==> config.mk <==
export PLATFORM = sky130hd
export DESIGN_NAME = http_response_head_parser_core_flat
export DESIGN_NICKNAME = d
export VERILOG_FILES = /design/src/design/hrhp_pkg.sv /design/src/design/hrhp_if.sv /design/src/design/hrhp_front.sv /design/src/design/hrhp_queue.sv /design/src/design/hrhp_back.sv /design/src/design/http_response_head_parser_core.sv /design/src/flat_wrapper.sv
export SDC_FILE = /design/constraint.sdc
export NUM_CORES = 1
export LEC_CHECK = 0
export ABC_CLOCK_PERIOD_IN_PS = 3500
export BUFFER_PORTS_ARGS = -buffer_cell sky130_fd_sc_hd__buf_2
export CORE_UTILIZATION = 40
export CTS_CLUSTER_SIZE = 12
export DETAILED_ROUTE_END_ITERATION = 6
export PLACE_DENSITY = 0.61
export SLEW_MARGIN = 20
export SYNTH_ARGS = -nofsm -noshare
export SYNTH_HDL_FRONTEND = slang
export SYNTH_SLANG_ARGS = --single-unit
==> constraint.sdc <==
create_clock -name clk_i -period 3.5 [get_ports clk_i]
set_clock_uncertainty 0.2 [all_clocks]
set_input_delay 0.175 -clock clk_i [delete_from_list [all_inputs] [get_ports clk_i]]
set_output_delay 0.175 -clock clk_i [all_outputs]
set_load 0.05 [all_outputs]
==> src/design/hrhp_pkg.sv <==
// ----------------------------------------------------------------------------
// hrhp_pkg: shared types and constants of the HTTP response head parser
// Byte kinds, error codes, parse state and queue entry layout.
// ----------------------------------------------------------------------------
package hrhp_pkg;

  localparam int unsigned QUEUE_DEPTH = 4;

  localparam logic [3:0] PREFIX_LEN = 4'd9;
  localparam logic [3:0] LEN_SAT    = 4'd10;
  localparam logic [7:0] CH_CR      = 8'h0D;
  localparam logic [7:0] CH_LF      = 8'h0A;
  localparam logic [7:0] CH_SPACE   = 8'h20;
  localparam logic [7:0] CH_COLON   = 8'h3A;
  localparam logic [7:0] CH_ZERO    = 8'h30;
  localparam logic [3:0] ALT_POS    = 4'd7;

  typedef enum logic [3:0] {
    K_CODE       = 4'd0,
    K_REASON     = 4'd1,
    K_NAME       = 4'd2,
    K_VALUE      = 4'd3,
    K_BODY       = 4'd4,
    K_STATUS_END = 4'd5,
    K_HEADER_END = 4'd6,
    K_HEAD_END   = 4'd7,
    K_ERROR      = 4'd8
  } kind_e;

  typedef enum logic [2:0] {
    ERR_NONE     = 3'd0,
    ERR_SHORT    = 3'd1,
    ERR_PREFIX   = 3'd2,
    ERR_NO_CODE  = 3'd3,
    ERR_NO_COLON = 3'd4
  } err_e;

  typedef enum logic [1:0] {
    MODE_STATUS  = 2'd0,
    MODE_HEADERS = 2'd1,
    MODE_BODY    = 2'd2,
    MODE_HALTED  = 2'd3
  } mode_e;

  typedef enum logic [1:0] {
    PART_NAME  = 2'd0,
    PART_SKIP  = 2'd1,
    PART_VALUE = 2'd2
  } part_e;

  typedef struct packed {
    mode_e      mode;
    logic [3:0] len;
    logic       pok;
    logic       sp;
    part_e      part;
  } pstate_t;

  localparam pstate_t PSTATE_RESET = '{
    mode: MODE_STATUS, len: 4'd0, pok: 1'b1, sp: 1'b0, part: PART_NAME
  };

  typedef struct packed {
    logic [7:0] out_byte;
    kind_e      kind;
    err_e       err;
  } res_t;

  typedef struct packed {
    pstate_t st;
    logic    hit;
    res_t    res;
  } step_t;

  // one queue entry holds every result of one input byte
  typedef struct packed {
    logic two;
    res_t r0;
    res_t r1;
  } entry_t;

  // expected status line prefix; position 7 also accepts '0'
  function automatic logic [7:0] prefix_char(logic [3:0] pos);
    logic [7:0] c;
    case (pos)
      4'd0:    c = 8'h48;
      4'd1:    c = 8'h54;
      4'd2:    c = 8'h54;
      4'd3:    c = 8'h50;
      4'd4:    c = 8'h2F;
      4'd5:    c = 8'h31;
      4'd6:    c = 8'h2E;
      4'd7:    c = 8'h31;
      4'd8:    c = 8'h20;
      default: c = 8'h00;
    endcase
    return c;
  endfunction

endpackage

==> src/design/hrhp_if.sv <==
// ----------------------------------------------------------------------------
// hrhp_if: stream channels of the HTTP response head parser
// Input byte channel and result channel, valid/ready with payload.
// ----------------------------------------------------------------------------
interface hrhp_in_if;
  logic       valid;
  logic       ready;
  logic [7:0] in_byte;
  logic       start_of_response;

  modport source (output valid, output in_byte, output start_of_response, input ready);
  modport sink   (input valid, input in_byte, input start_of_response, output ready);
endinterface

interface hrhp_out_if;
  logic       valid;
  logic       ready;
  logic [7:0] out_byte;
  logic [3:0] kind;
  logic [2:0] error_code;
  logic       last;

  modport source (output valid, output out_byte, output kind, output error_code,
                  output last, input ready);
  modport sink   (input valid, input out_byte, input kind, input error_code,
                  input last, output ready);
endinterface

==> src/design/hrhp_front.sv <==
// ----------------------------------------------------------------------------
// hrhp_front: byte classifier of the HTTP response head parser
// Holds the parse state, tags each accepted byte and queues its results.
// ----------------------------------------------------------------------------
module hrhp_front (
  input  logic            clk_i,
  input  logic            rst_ni,
  hrhp_in_if.sink         in_i,
  input  logic            full_i,
  output logic            push_o,
  output hrhp_pkg::entry_t entry_o
);
  import hrhp_pkg::*;

  pstate_t st_q, st_d;
  logic    cr_q, cr_d;

  function automatic step_t content_step(pstate_t s, logic [7:0] b);
    step_t t;
    t.st           = s;
    t.hit          = 1'b0;
    t.res.out_byte = b;
    t.res.kind     = K_CODE;
    t.res.err      = ERR_NONE;
    if (s.mode == MODE_STATUS) begin
      if (s.len < PREFIX_LEN) begin
        if (!((b == prefix_char(s.len)) || (s.len == ALT_POS && b == CH_ZERO))) begin
          t.st.pok = 1'b0;
        end
      end else if (!s.sp) begin
        if (b == CH_SPACE) t.st.sp = 1'b1;
        else               t.hit   = 1'b1;
      end else begin
        t.hit      = 1'b1;
        t.res.kind = K_REASON;
      end
    end else begin
      if (s.part == PART_NAME) begin
        if (b == CH_COLON) t.st.part = PART_SKIP;
        else begin
          t.hit      = 1'b1;
          t.res.kind = K_NAME;
        end
      end else if (s.part == PART_SKIP) begin
        if (b != CH_SPACE) begin
          t.st.part  = PART_VALUE;
          t.hit      = 1'b1;
          t.res.kind = K_VALUE;
        end
      end else begin
        t.hit      = 1'b1;
        t.res.kind = K_VALUE;
      end
    end
    if (s.len < LEN_SAT) t.st.len = s.len + 4'd1;
    return t;
  endfunction

  function automatic step_t line_end(pstate_t s);
    step_t t;
    t.st           = s;
    t.hit          = 1'b1;
    t.res.out_byte = 8'h00;
    t.res.kind     = K_ERROR;
    t.res.err      = ERR_NONE;
    if (s.mode == MODE_STATUS) begin
      if (s.len < PREFIX_LEN) t.res.err = ERR_SHORT;
      else if (!s.pok)        t.res.err = ERR_PREFIX;
      else if (!s.sp)         t.res.err = ERR_NO_CODE;
      if (t.res.err != ERR_NONE) begin
        t.st.mode = MODE_HALTED;
      end else begin
        t.res.kind = K_STATUS_END;
        t.st.mode  = MODE_HEADERS;
      end
    end else begin
      if (s.len == 4'd0) begin
        t.res.kind = K_HEAD_END;
        t.st.mode  = MODE_BODY;
      end else if (s.part == PART_NAME) begin
        t.res.err = ERR_NO_COLON;
        t.st.mode = MODE_HALTED;
      end else begin
        t.res.kind = K_HEADER_END;
      end
    end
    t.st.len  = 4'd0;
    t.st.part = PART_NAME;
    return t;
  endfunction

  logic    accept;
  pstate_t st_s;
  logic    cr_s;
  step_t   p0, p1;
  logic    done;

  assign in_i.ready = !full_i;
  assign accept     = in_i.valid && in_i.ready;

  always_comb begin
    st_s = st_q;
    cr_s = cr_q;
    if (in_i.start_of_response) begin
      st_s = PSTATE_RESET;
      cr_s = 1'b0;
    end
    p0      = '0;
    p0.st   = st_s;
    p1      = '0;
    p1.st   = st_s;
    done    = 1'b0;
    cr_d    = cr_s;
    unique case (st_s.mode)
      MODE_HALTED: begin
        // drop everything until a new response
      end
      MODE_BODY: begin
        p1.hit          = 1'b1;
        p1.res.out_byte = in_i.in_byte;
        p1.res.kind     = K_BODY;
        p1.res.err      = ERR_NONE;
      end
      default: begin
        if (cr_s) begin
          cr_d = 1'b0;
          if (in_i.in_byte == CH_LF) begin
            p0   = line_end(st_s);
            done = 1'b1;
          end else begin
            p0 = content_step(st_s, CH_CR);
          end
        end
        p1.st = p0.st;
        if (!done) begin
          if (in_i.in_byte == CH_CR) cr_d = 1'b1;
          else                       p1   = content_step(p0.st, in_i.in_byte);
        end
      end
    endcase
    st_d = p1.st;
  end

  always_comb begin
    push_o    = accept && (p0.hit || p1.hit);
    entry_o.two = p0.hit && p1.hit;
    entry_o.r0  = p0.hit ? p0.res : p1.res;
    entry_o.r1  = p1.res;
  end

  always_ff @(posedge clk_i or negedge rst_ni) begin
    if (!rst_ni) begin
      st_q <= PSTATE_RESET;
      cr_q <= 1'b0;
    end else if (accept) begin
      st_q <= st_d;
      cr_q <= cr_d;
    end
  end

endmodule

==> src/design/hrhp_queue.sv <==
// ----------------------------------------------------------------------------
// hrhp_queue: result queue between classifier and emitter
// Small register FIFO of per-byte result entries, head read directly.
// ----------------------------------------------------------------------------
module hrhp_queue #(
  parameter int unsigned Depth = hrhp_pkg::QUEUE_DEPTH
) (
  input  logic             clk_i,
  input  logic             rst_ni,
  input  logic             push_i,
  input  hrhp_pkg::entry_t entry_i,
  input  logic             pop_i,
  output logic             full_o,
  output logic             empty_o,
  output hrhp_pkg::entry_t head_o
);
  import hrhp_pkg::*;

  localparam int unsigned AddrW = (Depth > 1) ? $clog2(Depth) : 1;
  localparam int unsigned CntW  = $clog2(Depth + 1);
  localparam logic [AddrW-1:0] LastAddr = AddrW'(Depth - 1);

  entry_t           mem_q [Depth];
  logic [AddrW-1:0] wr_q, rd_q;
  logic [CntW-1:0]  cnt_q;
  logic             do_push, do_pop;

  assign full_o  = (cnt_q == CntW'(Depth));
  assign empty_o = (cnt_q == '0);
  assign head_o  = mem_q[rd_q];
  assign do_push = push_i && !full_o;
  assign do_pop  = pop_i && !empty_o;

  always_ff @(posedge clk_i) begin
    if (do_push) mem_q[wr_q] <= entry_i;
  end

  always_ff @(posedge clk_i or negedge rst_ni) begin
    if (!rst_ni) begin
      wr_q  <= '0;
      rd_q  <= '0;
      cnt_q <= '0;
    end else begin
      if (do_push) wr_q <= (wr_q == LastAddr) ? '0 : wr_q + AddrW'(1);
      if (do_pop)  rd_q <= (rd_q == LastAddr) ? '0 : rd_q + AddrW'(1);
      if (do_push && !do_pop)      cnt_q <= cnt_q + CntW'(1);
      else if (do_pop && !do_push) cnt_q <= cnt_q - CntW'(1);
    end
  end

endmodule

==> src/design/hrhp_back.sv <==
// ----------------------------------------------------------------------------
// hrhp_back: result emitter of the HTTP response head parser
// Unrolls queued entries into single result beats in an output register.
// ----------------------------------------------------------------------------
module hrhp_back (
  input  logic             clk_i,
  input  logic             rst_ni,
  input  logic             empty_i,
  input  hrhp_pkg::entry_t head_i,
  output logic             pop_o,
  hrhp_out_if.source       out_o
);
  import hrhp_pkg::*;

  logic idx_q, idx_d;
  logic valid_q, valid_d;
  res_t data_q, data_d;
  logic last_q, last_d;
  logic load, fin;

  always_comb begin
    load    = !valid_q || out_o.ready;
    fin     = !head_i.two || idx_q;
    valid_d = valid_q;
    data_d  = data_q;
    last_d  = last_q;
    idx_d   = idx_q;
    pop_o   = 1'b0;
    if (load) begin
      valid_d = !empty_i;
      if (!empty_i) begin
        data_d = idx_q ? head_i.r1 : head_i.r0;
        last_d = fin;
        pop_o  = fin;
        idx_d  = !fin;
      end
    end
  end

  always_ff @(posedge clk_i or negedge rst_ni) begin
    if (!rst_ni) begin
      valid_q <= 1'b0;
      idx_q   <= 1'b0;
    end else begin
      valid_q <= valid_d;
      idx_q   <= idx_d;
    end
  end

  always_ff @(posedge clk_i) begin
    data_q <= data_d;
    last_q <= last_d;
  end

  assign out_o.valid      = valid_q;
  assign out_o.out_byte   = data_q.out_byte;
  assign out_o.kind       = data_q.kind;
  assign out_o.error_code = data_q.err;
  assign out_o.last       = last_q;

endmodule

==> src/design/http_response_head_parser_core.sv <==
// ----------------------------------------------------------------------------
// http_response_head_parser_core: HTTP/1.x response head parser
// Tags response bytes as code, reason, header name/value or body and emits
// line and section markers plus a one-shot error marker.
// ----------------------------------------------------------------------------
//  channel  | dir | payload                                | beat
//  ---------+-----+----------------------------------------+---------------------
//  in_i     | in  | in_byte[7:0], start_of_response        | one response byte
//  out_o    | out | out_byte[7:0], kind[3:0],              | one result; last on
//           |     | error_code[2:0], last                  | final of its byte
//
//  Flow: one input byte is taken per clock while the queue is not full; each
//  byte yields zero, one or two result beats, and the emitter sends one beat
//  per clock while out_o is not stalled.
//  Path: the results of a byte enter the queue when the byte is taken, then
//  reach the output register when the emitter loads them.
//  Reset: rst_ni clears the parse state, the queue pointers and output valid.
//  Stalls: the queue decouples the sides; input stalls only when it is full.
// ----------------------------------------------------------------------------
module http_response_head_parser_core #(
  parameter int unsigned QueueDepth = hrhp_pkg::QUEUE_DEPTH
) (
  input  logic       clk_i,
  input  logic       rst_ni,
  hrhp_in_if.sink    in_i,
  hrhp_out_if.source out_o
);
  import hrhp_pkg::*;

  logic   q_push;
  logic   q_pop;
  logic   q_full;
  logic   q_empty;
  entry_t push_entry;
  entry_t head;

  // classify each accepted byte and queue its results
  hrhp_front u_front (
    .clk_i   (clk_i),
    .rst_ni  (rst_ni),
    .in_i    (in_i),
    .full_i  (q_full),
    .push_o  (q_push),
    .entry_o (push_entry)
  );

  // hold per-byte result entries between the two sides
  hrhp_queue #(
    .Depth (QueueDepth)
  ) u_queue (
    .clk_i   (clk_i),
    .rst_ni  (rst_ni),
    .push_i  (q_push),
    .entry_i (push_entry),
    .pop_i   (q_pop),
    .full_o  (q_full),
    .empty_o (q_empty),
    .head_o  (head)
  );

  // advance one result beat per clock into the output register while out_o is not stalled
  hrhp_back u_back (
    .clk_i   (clk_i),
    .rst_ni  (rst_ni),
    .empty_i (q_empty),
    .head_i  (head),
    .pop_o   (q_pop),
    .out_o   (out_o)
  );

endmodule

==> src/flat_wrapper.sv <==
// flat-port wrapper written by rule: the top's interface ports become plain ports
module http_response_head_parser_core_flat import hrhp_pkg::*;
#(
  parameter int unsigned QueueDepth = hrhp_pkg::QUEUE_DEPTH
)
  (clk_i, rst_ni, in_i_valid, in_i_in_byte, in_i_start_of_response, in_i_ready, out_o_valid, out_o_out_byte, out_o_kind, out_o_error_code, out_o_last, out_o_ready);
  hrhp_in_if in_i_i ();
  hrhp_out_if out_o_i ();
  input  logic clk_i;
  input  logic rst_ni;
  input wire logic [$bits(in_i_i.valid)-1:0] in_i_valid;
  input wire logic [$bits(in_i_i.in_byte)-1:0] in_i_in_byte;
  input wire logic [$bits(in_i_i.start_of_response)-1:0] in_i_start_of_response;
  output wire logic [$bits(in_i_i.ready)-1:0] in_i_ready;
  output wire logic [$bits(out_o_i.valid)-1:0] out_o_valid;
  output wire logic [$bits(out_o_i.out_byte)-1:0] out_o_out_byte;
  output wire logic [$bits(out_o_i.kind)-1:0] out_o_kind;
  output wire logic [$bits(out_o_i.error_code)-1:0] out_o_error_code;
  output wire logic [$bits(out_o_i.last)-1:0] out_o_last;
  input wire logic [$bits(out_o_i.ready)-1:0] out_o_ready;
  assign in_i_i.valid = in_i_valid;
  assign in_i_i.in_byte = in_i_in_byte;
  assign in_i_i.start_of_response = in_i_start_of_response;
  assign in_i_ready = in_i_i.ready;
  assign out_o_valid = out_o_i.valid;
  assign out_o_out_byte = out_o_i.out_byte;
  assign out_o_kind = out_o_i.kind;
  assign out_o_error_code = out_o_i.error_code;
  assign out_o_last = out_o_i.last;
  assign out_o_i.ready = out_o_ready;
  http_response_head_parser_core #(.QueueDepth(QueueDepth)) u_core (.clk_i(clk_i), .rst_ni(rst_ni), .in_i(in_i_i), .out_o(out_o_i));
endmodule
# Yosys cells after proc, flatten, opt, wreduce, memory -nomap -nowiden
# Memory sizes are Yosys's and may differ from the RTL's.
# Index checks and enable logic that the tools add are counted.
totals:
  regBits: 36
  ram_bits: 124
  mem_bits_ro: 224
  out_inout_bits: 18
  mem_count: 3
memory_table:
  columns: ["memory", "depth", "word_bits", "read_ports", "rd_clocked_by_memory_dff", "write_ports", "line", "rtl"]
  rows:
  - ["u_core.u_queue.mem_q", 4, 31, 1, 0, 1, "hrhp_queue.sv:23", "entry_t mem_q [Depth];"]
  - ["(no name shown)", 16, 7, 1, 0, 0, "hrhp_pkg.sv:85", "case (pos)"]
  - ["(no name shown)", 16, 7, 1, 0, 0, "hrhp_pkg.sv:85", null]
op_classes:
  n_addsub: 6
  order_cmp: 4
  eq_ne: 16
  mux: 91
  n_bitwise: 1
  reduce_logical: 29
ops:
  columns: ["operator", "n"]
  rows:
  - ["2-to-1 mux 8 bit", 10]
  - ["2-to-1 mux 26 bit", 3]
  - ["2-to-1 mux 24 bit", 2]
  - ["2-to-1 mux 2 bit", 18]
  - ["2-to-1 mux 4 bit", 9]
  - ["2-to-1 mux 1 bit", 32]
  - ["case mux 16 bit (2 select lines)", 1]
  - ["2-to-1 mux 15 bit", 2]
  - ["2-to-1 mux 3 bit", 10]
  - ["equality test 8 x 6 -> 1 bit (second input constant)", 3]
  - ["2-to-1 mux 10 bit", 2]
  - ["equality test 8 x 4 -> 1 bit (second input constant)", 2]
  - ["< comparator 4 bit (second input constant)", 4]
  - ["2-to-1 mux 16 bit", 1]
  - ["adder 4 x 1 -> 4 bit (second input constant)", 2]
  - ["equality test 2 bit (second input constant)", 4]
  - ["equality test 4 x 8 -> 1 bit (first input constant)", 1]
  - ["equality test 8 bit", 1]
  - ["logical AND 1 bit", 8]
  - ["zero test 2 bit", 4]
  - ["inequality test 8 x 6 -> 1 bit (second input constant)", 1]
  - ["zero test 1 bit", 7]
  - ["2-to-1 mux 7 bit", 1]
  - ["adder 2 x 1 -> 2 bit (second input constant)", 2]
  - ["other kinds (13)", 17]

# Logic depth before layout (Yosys ltp)
# Gate-level depths: netlist (run 1).
depth:
  ltp_word: 35
  ltp_mapped: 17
  depth_no_buf: 16

# Hierarchy
# A second synthesis (run 1) with hierarchy kept.
unflattened:
  hier_cells: 493
  area_unflattened_um2: 7508.5
by_module_without_submodules:
  columns: ["mod", "n_inst", "cells_per_inst", "area_each_um2"]
  rows:
  - ["hrhp_queue", 1, 199, 4938.5]
  - ["hrhp_front", 1, 251, 1760.4]
  - ["hrhp_back", 1, 43, 809.5]

# Least setup slack after synthesis (run 1)
# OpenSTA, ideal clock, no wires.
synth_timing:
  path_kind: "reg-to-reg"
  start: "register u_core.u_front.st_q[4] (netlist name)"
  end: "memory u_core.u_queue.mem_q[0][10] (netlist name), enable pin"
  arrival_time_ns: 2.985
  required_ns: 2.914
  slack_ns: -0.071
  stages_incl_launch_ff: 11
  n_path_buf: 0
  period_less_slack_ns: 3.571
  cell_sequence: "dfrtp_1 > nand2b_1 > ha_1 > o2111ai_1 > a21oi_1 > inv_1 > ha_1 > a21oi_1 > nand3_2 > a41oi_4 > and2_1"
synth_via:
  elab_chain_len: 23
  elab_cells_between_ends: 33
  cone_classes: "add/sub (1); order compare (3); mux (23); reduce/logical (6)"
synth_lines:
  columns: ["item", "line", "rtl"]
  rows:
  - ["start, declared", "hrhp_front.sv:15", "pstate_t st_q, st_d;"]
  - ["start signal, assigned", "hrhp_front.sv:156", "st_q <= st_d;"]
  - ["2-to-1 mux 10 bit (*)", "hrhp_front.sv:104", "if (in_i.start_of_response) begin"]
  - ["< comparator 4 bit", "hrhp_front.sv:26, hrhp_front.sv:67", null]
  - ["2-to-1 mux 2 bit", "hrhp_front.sv:67", "if (s.len < PREFIX_LEN) t.res.err = ERR_SHORT;"]
  - ["2-to-1 mux 3 bit", "hrhp_front.sv:66", "if (s.mode == MODE_STATUS) begin"]
  - ["2-to-1 mux 3 bit", "hrhp_front.sv:127", "if (in_i.in_byte == CH_LF) begin"]
  - ["2-to-1 mux 3 bit", "hrhp_front.sv:125", "if (cr_s) begin"]
  - ["2-to-1 mux 3 bit", "hrhp_front.sv:114", "unique case (st_s.mode)"]
  - ["nonzero test 3 bit", "hrhp_front.sv:70", "if (t.res.err != ERR_NONE) begin"]
  - ["(+8 left out)", null, null]
  - ["2-to-1 mux 24 bit", "hrhp_front.sv:135", "if (!done) begin"]
  - ["case mux 16 bit (2 select lines)", "hrhp_front.sv:114", null]
  - ["logical OR 1 bit (*)", "hrhp_front.sv:145", "push_o = accept && (p0.hit || p1.hit);"]
  - ["logical AND 1 bit (*)", "hrhp_front.sv:145", null]
  - ["logical AND 1 bit (*)", "hrhp_queue.sv:31", "assign do_push = push_i && !full_o;"]
  - ["via u_core.u_queue.do_push", "hrhp_queue.sv:26", "logic do_push, do_pop;"]
  - ["2-to-1 mux 1 bit (*)", "hrhp_queue.sv:35", "if (do_push) mem_q[wr_q] <= entry_i;"]
  - ["2-to-1 mux 1 bit (implied by the code) (*)", "hrhp_queue.sv:35", null]
  - ["end, declared", "hrhp_queue.sv:23", null]
# The timed path passes the listed nets; every way through them passes the cells marked *. The select of a mux whose other input is x is not followed.

# Worst setup path in the final report (run 1)
layout_timing:
  start: "register u_core.u_front.st_q[5] (netlist name)"
  end: "register u_core.u_queue.cnt_q[2]"
layout_via:
  elab_chain_len: 24
  elab_cells_between_ends: 36
  cone_classes: "add/sub (1); order compare (3); mux (22); reduce/logical (10)"
layout_lines:
  columns: ["item", "line", "rtl"]
  rows:
  - ["2-to-1 mux 10 bit (*)", "hrhp_front.sv:104", null]
  - ["< comparator 4 bit", "hrhp_front.sv:26, hrhp_front.sv:67", null]
  - ["2-to-1 mux 2 bit", "hrhp_front.sv:67", null]
  - ["2-to-1 mux 3 bit", "hrhp_front.sv:66", null]
  - ["2-to-1 mux 3 bit", "hrhp_front.sv:127", null]
  - ["2-to-1 mux 3 bit", "hrhp_front.sv:125", null]
  - ["2-to-1 mux 3 bit", "hrhp_front.sv:114", null]
  - ["nonzero test 3 bit", "hrhp_front.sv:70", null]
  - ["(+9 left out)", null, null]
  - ["case mux 16 bit (2 select lines)", "hrhp_front.sv:114", null]
  - ["logical OR 1 bit (*)", "hrhp_front.sv:145", null]
  - ["logical AND 1 bit (*)", "hrhp_front.sv:145", null]
  - ["logical AND 1 bit (*)", "hrhp_queue.sv:31", null]
  - ["via u_core.u_queue.do_push", "hrhp_queue.sv:26", null]
  - ["zero test 1 bit", "hrhp_queue.sv:47", "else if (do_pop && !do_push) cnt_q <= cnt_q - CntW'(1);"]
  - ["logical AND 1 bit", "hrhp_queue.sv:47", null]
  - ["nonzero test 2 bit (no source line)", null, null]
  - ["end signal, assigned", "hrhp_queue.sv:46", "if (do_push && !do_pop) cnt_q <= cnt_q + CntW'(1);"]
  - ["end signal, assigned", "hrhp_queue.sv:47", null]
  - ["end, declared", "hrhp_queue.sv:25", "logic [CntW-1:0] cnt_q;"]
# Marks and branches as above.
# A chain may end at the register's enable or synchronous reset.

==> run_results.csv, run 1 <==
group,metric,value,unit
worst_setup_path,start_kind,"register",
worst_setup_path,cp.required,3640,ps
floorplan,row_count,47,
global_routing,grt_pass1_vias,4376,
clocking,cts_inserted_buffers,17,
clocking,postCtsSetupBuffers,0,
routing,viasPerCell,5.62,
floorplan,die_h,132,microns
pwr,cellLeakagePower,2.89,nW
routing,wire_per_inst,19.9,microns
worst_setup_path,crit_path_end_kind,"register",
sta,maxSlewViolCount,0,
logic_synthesis,yosysWarnings,0,
layout,final_util,48.5,%
worst_setup_path,reg2reg_depth,14,
layout,diodes,0,
worst_setup_path,timing.rr.start,"u_core.u_front.st_q[5]",
logic_synthesis,ys_seq_area_share,62.1,%
logic_synthesis,ys_async_sr_fraction,13.9,%
logic_synthesis,netlist.area_leader.share,54.7,%
global_routing,grt_antenna_before_repair,0,
min_path,min_from,"in_i_in_byte[6]",
sta,timing.fmax,299,MHz
sta,finalCritPeriodShare,95.6,%
sta,slew_headroom,47.0,%
sta,rsz0062_at_grt,"no",
layout,final_cell_count_no_fill,772,
logic_synthesis,synthAdderAreaFrac,2.13,%
clocking,ctsRootBufferMaster,"clkbuf_16",
clocking,clk_latency,410,ps
worst_setup_path,criticalPathCategory,"register to register",
logic_synthesis,synthMuxAreaShare,11.8,%
layout,nets,563,
min_path,min_path_cells,4,
sta,finalSetupViolations,0,
global_routing,grt_pass1_wl,24.4,mm
logic_synthesis,synthTopCellsByCount,"124 x edfxtp_1, 40 x nand2_1, 27 x mux4_2, 24 x nor2_1, 23 x o21ai_0",
place,io_buffers,30,
place,gp_congestion,0.918,
global_routing,grt_start_max_net_pins,30,
flow_run,max-cap-violations,0,
global_routing,grt_usage,18.5,%
sta,period_needed,3350,ps
floorplan,ios,31,
layout,drive_gt1_share,29.7,%
logic_synthesis,ys_types,72,
pwr,power.density,767,nW/um^2
layout,layout-area-overhead-vs-synth,18.3,%
routing,wirelength,15.3,mm
sta,tightest_slew,788,ps
logic_synthesis,syn_nets,498,
clocking,htree_levels,4,
logic_synthesis,yosys_register_bits,144,
sta,hold_viol,0,
sta,tns,0,ps
worst_setup_path,startpoint,"u_core.u_front.st_q[5]",
outcome,status,"finished clean",
routing,firstDrtPassIters,5,
min_path,hold_class,"input port to register",
clocking,tritoncts,"done",
routing,antenna_left,0,
logic_synthesis,netlist_area,6810,sq um
clocking,cts_max_path_buffers,2,
logic_synthesis,synth.most_common_cell,"edfxtp_1",
logic_synthesis,synth_top_family_by_area,"multiplexers",
routing,vias,4340,
worst_setup_path,arrival,3490,ps
worst_setup_path,crit_fanout,7,
logic_synthesis,netlist_top_cells_area,"edfxtp_1 55%, mux4_2 8.9%, dfrtp_1 7.0%, mux2_2 2.3%, nand2_1 2.2%",
global_routing,grt-ovfl-total,0,
pwr,ir_drop,0.512,mV
routing,route.detailed.drc,0,
place,hpwl,10.1,mm
logic_synthesis,yosys.area_share.simple,11.3,%
logic_synthesis,synth_ff_type,"edfxtp_1",
logic_synthesis,synth_compound_area_share,9.12,%
layout,fill_cells,1474,
logic_synthesis,synth_edf_count,124,
floorplan,core-area,16600,sq um
clocking,clk_pin_slew,60,ps
routing,dr.first_iter.drc_count,388,
logic_synthesis,synth_xor_area_share,0.643,%
floorplan,start_util,41.0,%
clocking,clkSinkCount,144,
logic_synthesis,netlist_instances,474,
logic_synthesis,synth_top_cell_by_area,"edfxtp_1",
logic_synthesis,syn_area_per_cell,14.4,sq um
floorplan,dieWidth,132,microns
place,dp.cells,738,
floorplan,fp.dieArea,17500,sq um
## layout by cell type, fill, tap and decap left out, drive strengths merged, types with 18 or more instances in the layout
| master | synthesis | layout |
|---|---|---|
| inv | 18 | 24 |
| nand2 | 40 | 40 |
| buf | 12 | 66 |
| edfxtp | 124 | 124 |
| mux4 | 27 | 27 |
| o21ai | 24 | 24 |
| clkbuf | 10 | 18 |
| dfrtp | 19 | 19 |
| nor2 | 25 | 25 |
| a21oi | 18 | 18 |
## final cells by class
class                      count  area, sq um  area share, %
timing repair buffer          68          490           6.09
clock inverter                14          154           1.91
sequential                   144         4230           52.5
clock buffer                  18          429           5.33
tap                          220          275           3.42
inverter                      18         67.6          0.839
multi-input combinational    290         2410           29.9
## through the flow
stage / power [W] / area [sq um] / hold WS (ps) / setup slack [ps]
finish: 0.00617 / 8050 / 45.7 / 153
global route: 0.00648 / 8050 / 53.8 / 1.10
CTS: 0.00623 / 8040 / 36.3 / 100
detailed placement: 0.00445 / 7430 / -20.2 / 111
global placement: 0.00442 / 7430 / -16.8 / 161
floorplan: 0.00389 / 6810 / -321 / 28.0
## critical path, stage by stage, from the launching register on
cell	delay [ps]
dfrtp_1	450
nand2_1	90
ha_1	210
nor3b_1	150
buf_4	160
a311oi_2	350
a21oi_2	80
a211o_4	310
a41oi_4	210
ha_1	210
inv_1	60
fa_1	370
xor2_1	170
nor2_1	110
xor2_1	150
## power breakdown
part	internal, W	switching (W)	total (W)
Clock	0.00106	0.000707	0.00177
Combinational	0.000832	0.00124	0.00207
Sequential	0.00221	0.000127	0.00233
Total	0.00410	0.00207	0.00617
## cells by family (layout without fill, tap and decap cells)
family                     after synthesis  in the layout
muxes                                   44             44
AOI/OAI and AO/OA                       86             86
and+or+nand+nor                        144            144
DFF                                    144            144
xor gates and xnor gates                 5              5
adders and majority gates               11             11
buffers and inverters                   40            118
## layer usage
metal  GRT usage, %  part of all wire, %  routed length [microns]  up-vias
met1           24.4                   43                     6630     2209
met4           5.75                  1.4                      221        0
met5              0                    0                        0        -
li1               -                    -                        -     1971
met2           31.2                   50                     7710      141
met3           3.37                  5.1                      779       19
## final timing paths
| path | end | slack, ps |
|---|---|---|
| hold / removal | u_core.u_front.st_q[3] | 50 |
| hold reg to reg | u_core.u_queue.cnt_q[2] | 310 |
| setup reg to reg | u_core.u_queue.cnt_q[2] | 150 |
| setup / recovery | u_core.u_queue.cnt_q[2] | 150 |
| max in group asynchronous | u_core.u_queue.rd_q[0] | 2670 |
| min in group asynchronous | u_core.u_front.st_q[4] | 60 |
## sequential cells by signal, indices dropped and copies added (netlist names)
register and count:
u_core.u_back.idx_q 1, u_core.u_back.out_o.kind 4, u_core.u_front.cr_q 1, u_core.u_back.out_o.error_code 3, u_core.u_queue.wr_q 2, u_core.u_back.out_o.out_byte 8, u_core.u_back.out_o.valid 1, u_core.u_front.st_q 10
u_core.u_queue.cnt_q 3, u_core.u_queue.mem_q 108, u_core.u_queue.rd_q 2, u_core.u_back.out_o.last 1
## timing repair
item / CTS / global route
endpoints found under the hold margin: 21 / 0
endpoints found under the setup margin: 0 / 2
resized for setup: 0 / 3
hold buffers: 2 / 0
Note: power is estimated with default switching activity, not from simulation.
==> inputs of run 2 (changes only) <==
--- a/config.mk
+++ b/config.mk
@@ -5,12 +5,13 @@
 export SDC_FILE = /design/constraint.sdc
 export NUM_CORES = 1
 export LEC_CHECK = 0
-export ABC_CLOCK_PERIOD_IN_PS = 3500
+export ABC_AREA = 1
+export ABC_CLOCK_PERIOD_IN_PS = 2980
 export BUFFER_PORTS_ARGS = -buffer_cell sky130_fd_sc_hd__buf_2
-export CORE_UTILIZATION = 40
+export CORE_UTILIZATION = 56
 export CTS_CLUSTER_SIZE = 12
 export DETAILED_ROUTE_END_ITERATION = 6
-export PLACE_DENSITY = 0.61
+export PLACE_DENSITY = 0.79
 export SLEW_MARGIN = 20
 export SYNTH_ARGS = -nofsm -noshare
 export SYNTH_HDL_FRONTEND = slang
==> constraint.sdc (replaced) <==
create_clock -name clk_i -period 2.98 [get_ports clk_i]
set_clock_uncertainty 0.2 [all_clocks]
set_input_delay 0.149 -clock clk_i [delete_from_list [all_inputs] [get_ports clk_i]]
set_output_delay 0.149 -clock clk_i [all_outputs]
set_load 0.05 [all_outputs]
==> run 2 against run 1 <==
The run now ends with setup timing left. Sequential power is 13% higher. Die area is 27% lower. Core utilization increased by 24 points. Flip-flop and latch count unchanged. Sequential share of layout area shrank 4.0 points. Worst setup slack worse by 330 ps. Via count up 29%. Largest cell class unchanged. Highest routed layer unchanged.
==> run_results.csv, run 2 <==
group,metric,value,unit
clocking,clkSinkCount,144,
worst_setup_path,worst_path_most_repeated_cell,"nand2_4",
global_routing,grt_usage,26.6,%
global_routing,busiest_layer,"met2",
logic_synthesis,ys_async_sr_fraction,13.9,%
place,hpwl,10.0,mm
layout,diodes,0,
logic_synthesis,netlist_instances,680,
logic_synthesis,netlist_area,6890,sq um
layout,largest_register_ffs,108,
place,io_buffers,30,
sta,tightest_slew,752,ps
logic_synthesis,synth_xor_area_share,0.254,%
pwr,swShare,37.8,%
floorplan,die_h,113,microns
floorplan,ios,31,
logic_synthesis,synth_ff_type,"edfxtp_1",
clocking,htree_levels,4,
layout,layout-area-overhead-vs-synth,26.5,%
worst_setup_path,crit_path_end_kind,"register",
logic_synthesis,synthMuxAreaShare,0.163,%
global_routing,use_met2,47.1,%
pwr,ir_drop,0.344,mV
global_routing,grt_pass1_vias,5301,
sta,finalCritPeriodShare,106,%
sta,hold_viol,0,
sta,finalWorstSetupSlack,-180,ps
floorplan,row_count,40,
routing,firstDrtPassIters,5,
place,dp.cells,896,
logic_synthesis,synth_top_cell_by_area,"edfxtp_1",
logic_synthesis,syn_area_per_cell,10.1,sq um
logic_synthesis,synthTopCellsByCount,"145 x nor2_1, 124 x edfxtp_1, 86 x nand2_1, 72 x o21ai_0, 65 x inv_1",
min_path,hold_class,"input port to register",
worst_setup_path,timing.rr.start,"u_core.u_front.st_q[5]",
global_routing,grtUsageMet1,31.0,%
layout,top_register,"u_core.u_queue.mem_q",
worst_setup_path,cp.required,3100,ps
worst_setup_path,start_kind,"register",
sta,tns,-3910,ps
pwr,power.density,854,nW/um^2
pwr,pwr-share-comb,37.2,%
layout,final_cell_mix,"137 x nor2_1, 124 x edfxtp_1, 82 x nand2_1",
sta,slew_headroom,49.7,%
worst_setup_path,startpoint,"u_core.u_front.st_q[5]",
logic_synthesis,netlist.area_leader.share,54.1,%
pwr,power.internal,0.00463,W
layout,design_area,8710,sq um
layout,drive_gt1_share,27.1,%
layout,final_common_cell,"nor2_1",
routing,antenna_left,0,
sta,maxSlewViolCount,0,
worst_setup_path,arrival,3280,ps
layout,final_cell_count_no_fill,963,
global_routing,grt_start_max_net_pins,45,
logic_synthesis,syn_nets,704,
sta,rsz0062_at_grt,"yes",
logic_synthesis,synth_edf_count,124,
sta,period_needed,3160,ps
worst_setup_path,cp_slowest_stage_delay,420,ps
logic_synthesis,ys_types,46,
routing,vias,5615,
routing,wirelength,16.9,mm
clocking,clk_latency,440,ps
logic_synthesis,yosysWarnings,0,
clocking,clk_pin_slew,60,ps
routing,dr.first_iter.drc_count,513,
floorplan,start_util,57.3,%
sta,timing.fmax,316,MHz
place,placed_area,7730,sq um
logic_synthesis,ys_seq_area_share,61.3,%
sta,finalSetupViolations,93,
routing,viasPerCell,5.83,
logic_synthesis,yosys_register_bits,144,
global_routing,grt_antenna_before_repair,0,
floorplan,core-area,12000,sq um
pwr,p_clk_share,27.5,%
logic_synthesis,synth.most_common_cell,"nor2_1",
global_routing,grt-ovfl-total,0,
pwr,pwr-share-seq,35.3,%
logic_synthesis,yosys.area_share.simple,19.8,%
logic_synthesis,synth_compound_area_share,11.1,%
worst_setup_path,cp_slowest_cell,"fa_2",
min_path,min_from,"in_i_in_byte[0]",
worst_setup_path,criticalPathCategory,"register to register",
outcome,status,"finished with violations",
routing,wire_per_inst,17.5,microns
place,gp_congestion,0.917,
floorplan,dieWidth,113,microns
clocking,tritoncts,"done",
worst_setup_path,crit_fanout,3,
global_routing,use_met3,6.27,%
clocking,cts_inserted_buffers,17,
worst_setup_path,crit_family,"simple AND/OR/NAND/NOR gates",
flow_run,max-cap-violations,0,
pwr,cellLeakagePower,3.63,nW
logic_synthesis,synthAdderAreaFrac,2.11,%
routing,route.detailed.drc,0,
layout,nets,827,
worst_setup_path,worst-path-buf-inv,5,
logic_synthesis,synth_top_family_by_area,"simple AND/OR/NAND/NOR gates",
global_routing,grt_pass1_wl,25.4,mm
pwr,p_switching,0.00281,W
logic_synthesis,netlist_top_cells_area,"edfxtp_1 54%, nor2_1 7.9%, dfrtp_1 6.9%, o21ai_0 5.2%, nand2_1 4.7%",
worst_setup_path,crit_chain,"inv_2 > nor2_4 > inv_2 > ha_4 > nand2_4 > inv_4 > nor2_4 > o211ai_1 > and2_4 > nand2_4 > nand2_4 > nand2_4 > nor2_4 > nand2_2 > nand4_4 > nand2_8 > inv_4 > ha_4 > inv_4 > fa_2 > mux2_4",
clocking,ctsRootBufferMaster,"clkbuf_16",
floorplan,fp.dieArea,12700,sq um
clocking,cts_max_path_buffers,2,
outcome,violations,"setup timing",
-- run 2: logic make-up (layout without fill, tap and decap cells) --
family	count (synthesis)	count (layout)
adder cells (fa/ha/maj)	11	11
flip-flops	144	144
XOR/XNOR	2	2
AO/OA/AOI/OAI	135	135
multiplexers	1	1
buffers and inverters	92	228
AND/OR/NAND/NOR	295	295
-- run 2: metrics by stage --
| step | hold slack, ps | power, W | worst slack, ps | util, % |
|---|---|---|---|---|
| 2_1_floorplan | -347 | 0.00449 | -200 | - |
| 3_3_place_gp | -52.6 | 0.00512 | -102 | 64.4 |
| 3_5_place_dp | -50.4 | 0.00522 | -190 | 64.4 |
| 4_1_cts | 1.08 | 0.00732 | -82.8 | 71.0 |
| 5_1_grt | 38.2 | 0.00778 | -317 | 72.5 |
| 6_report | 44.0 | 0.00744 | -180 | 72.5 |
-- run 2: path summary, 6_finish.rpt --
check                      slack, ps  cells after the start                    endpoint
setup / recovery                -180                     21     u_core.u_queue.cnt_q[1]
hold / removal                    40                      3  u_core.u_queue.mem_q[2][7]
setup reg to reg                -180                     21     u_core.u_queue.cnt_q[1]
hold reg to reg                  340                      1     u_core.u_queue.cnt_q[2]
max in group asynchronous       2150                      2      u_core.u_front.st_q[3]
min in group asynchronous         70                      2      u_core.u_front.st_q[0]
-- run 2: area by class of cell --
type / instances / area [sq um]
Clock inverter: 14 / 143
Clock buffer: 18 / 429
Multi-Input combinational cell: 444 / 2460
Sequential cell: 144 / 4230
Timing Repair Buffer: 124 / 990
Inverter: 72 / 285
Fill cell: 747 / 3300
Tap cell: 147 / 184
-- run 2: power groups by stage --
stage                     clock (W)  combinational [W]  sequential (W)
after floorplan                   0            0.00144         0.00305
after global placement            0            0.00248         0.00265
after detailed placement          0            0.00256         0.00266
after CTS                   0.00204            0.00267         0.00262
after global routing        0.00213            0.00300         0.00265
final                       0.00205            0.00277         0.00263
-- run 2: tightest hold or removal path: cells and delay by family --
kind / cells / cell delay, ps
buffers and inverters: 2 / 220
AND/OR/NAND/NOR: 1 / 120
-- run 2: what timing repair did --
action / CTS / global route
gates resized for setup: 8 / 20
hold endpoints to repair: 34 / 0
pin swaps: 11 / 10
cloned: 1 / 2
setup buffers: 17 / 12
hold buffers: 5 / 0
endpoints found under the setup margin: 110 / 111
-- run 2: layer usage --
layer | vias to the layer above | routed length (microns)
met4 | 0 | 597
met5 | - | 0
li1 | 2581 | -
met2 | 332 | 8490
met3 | 58 | 1320
met1 | 2644 | 6440
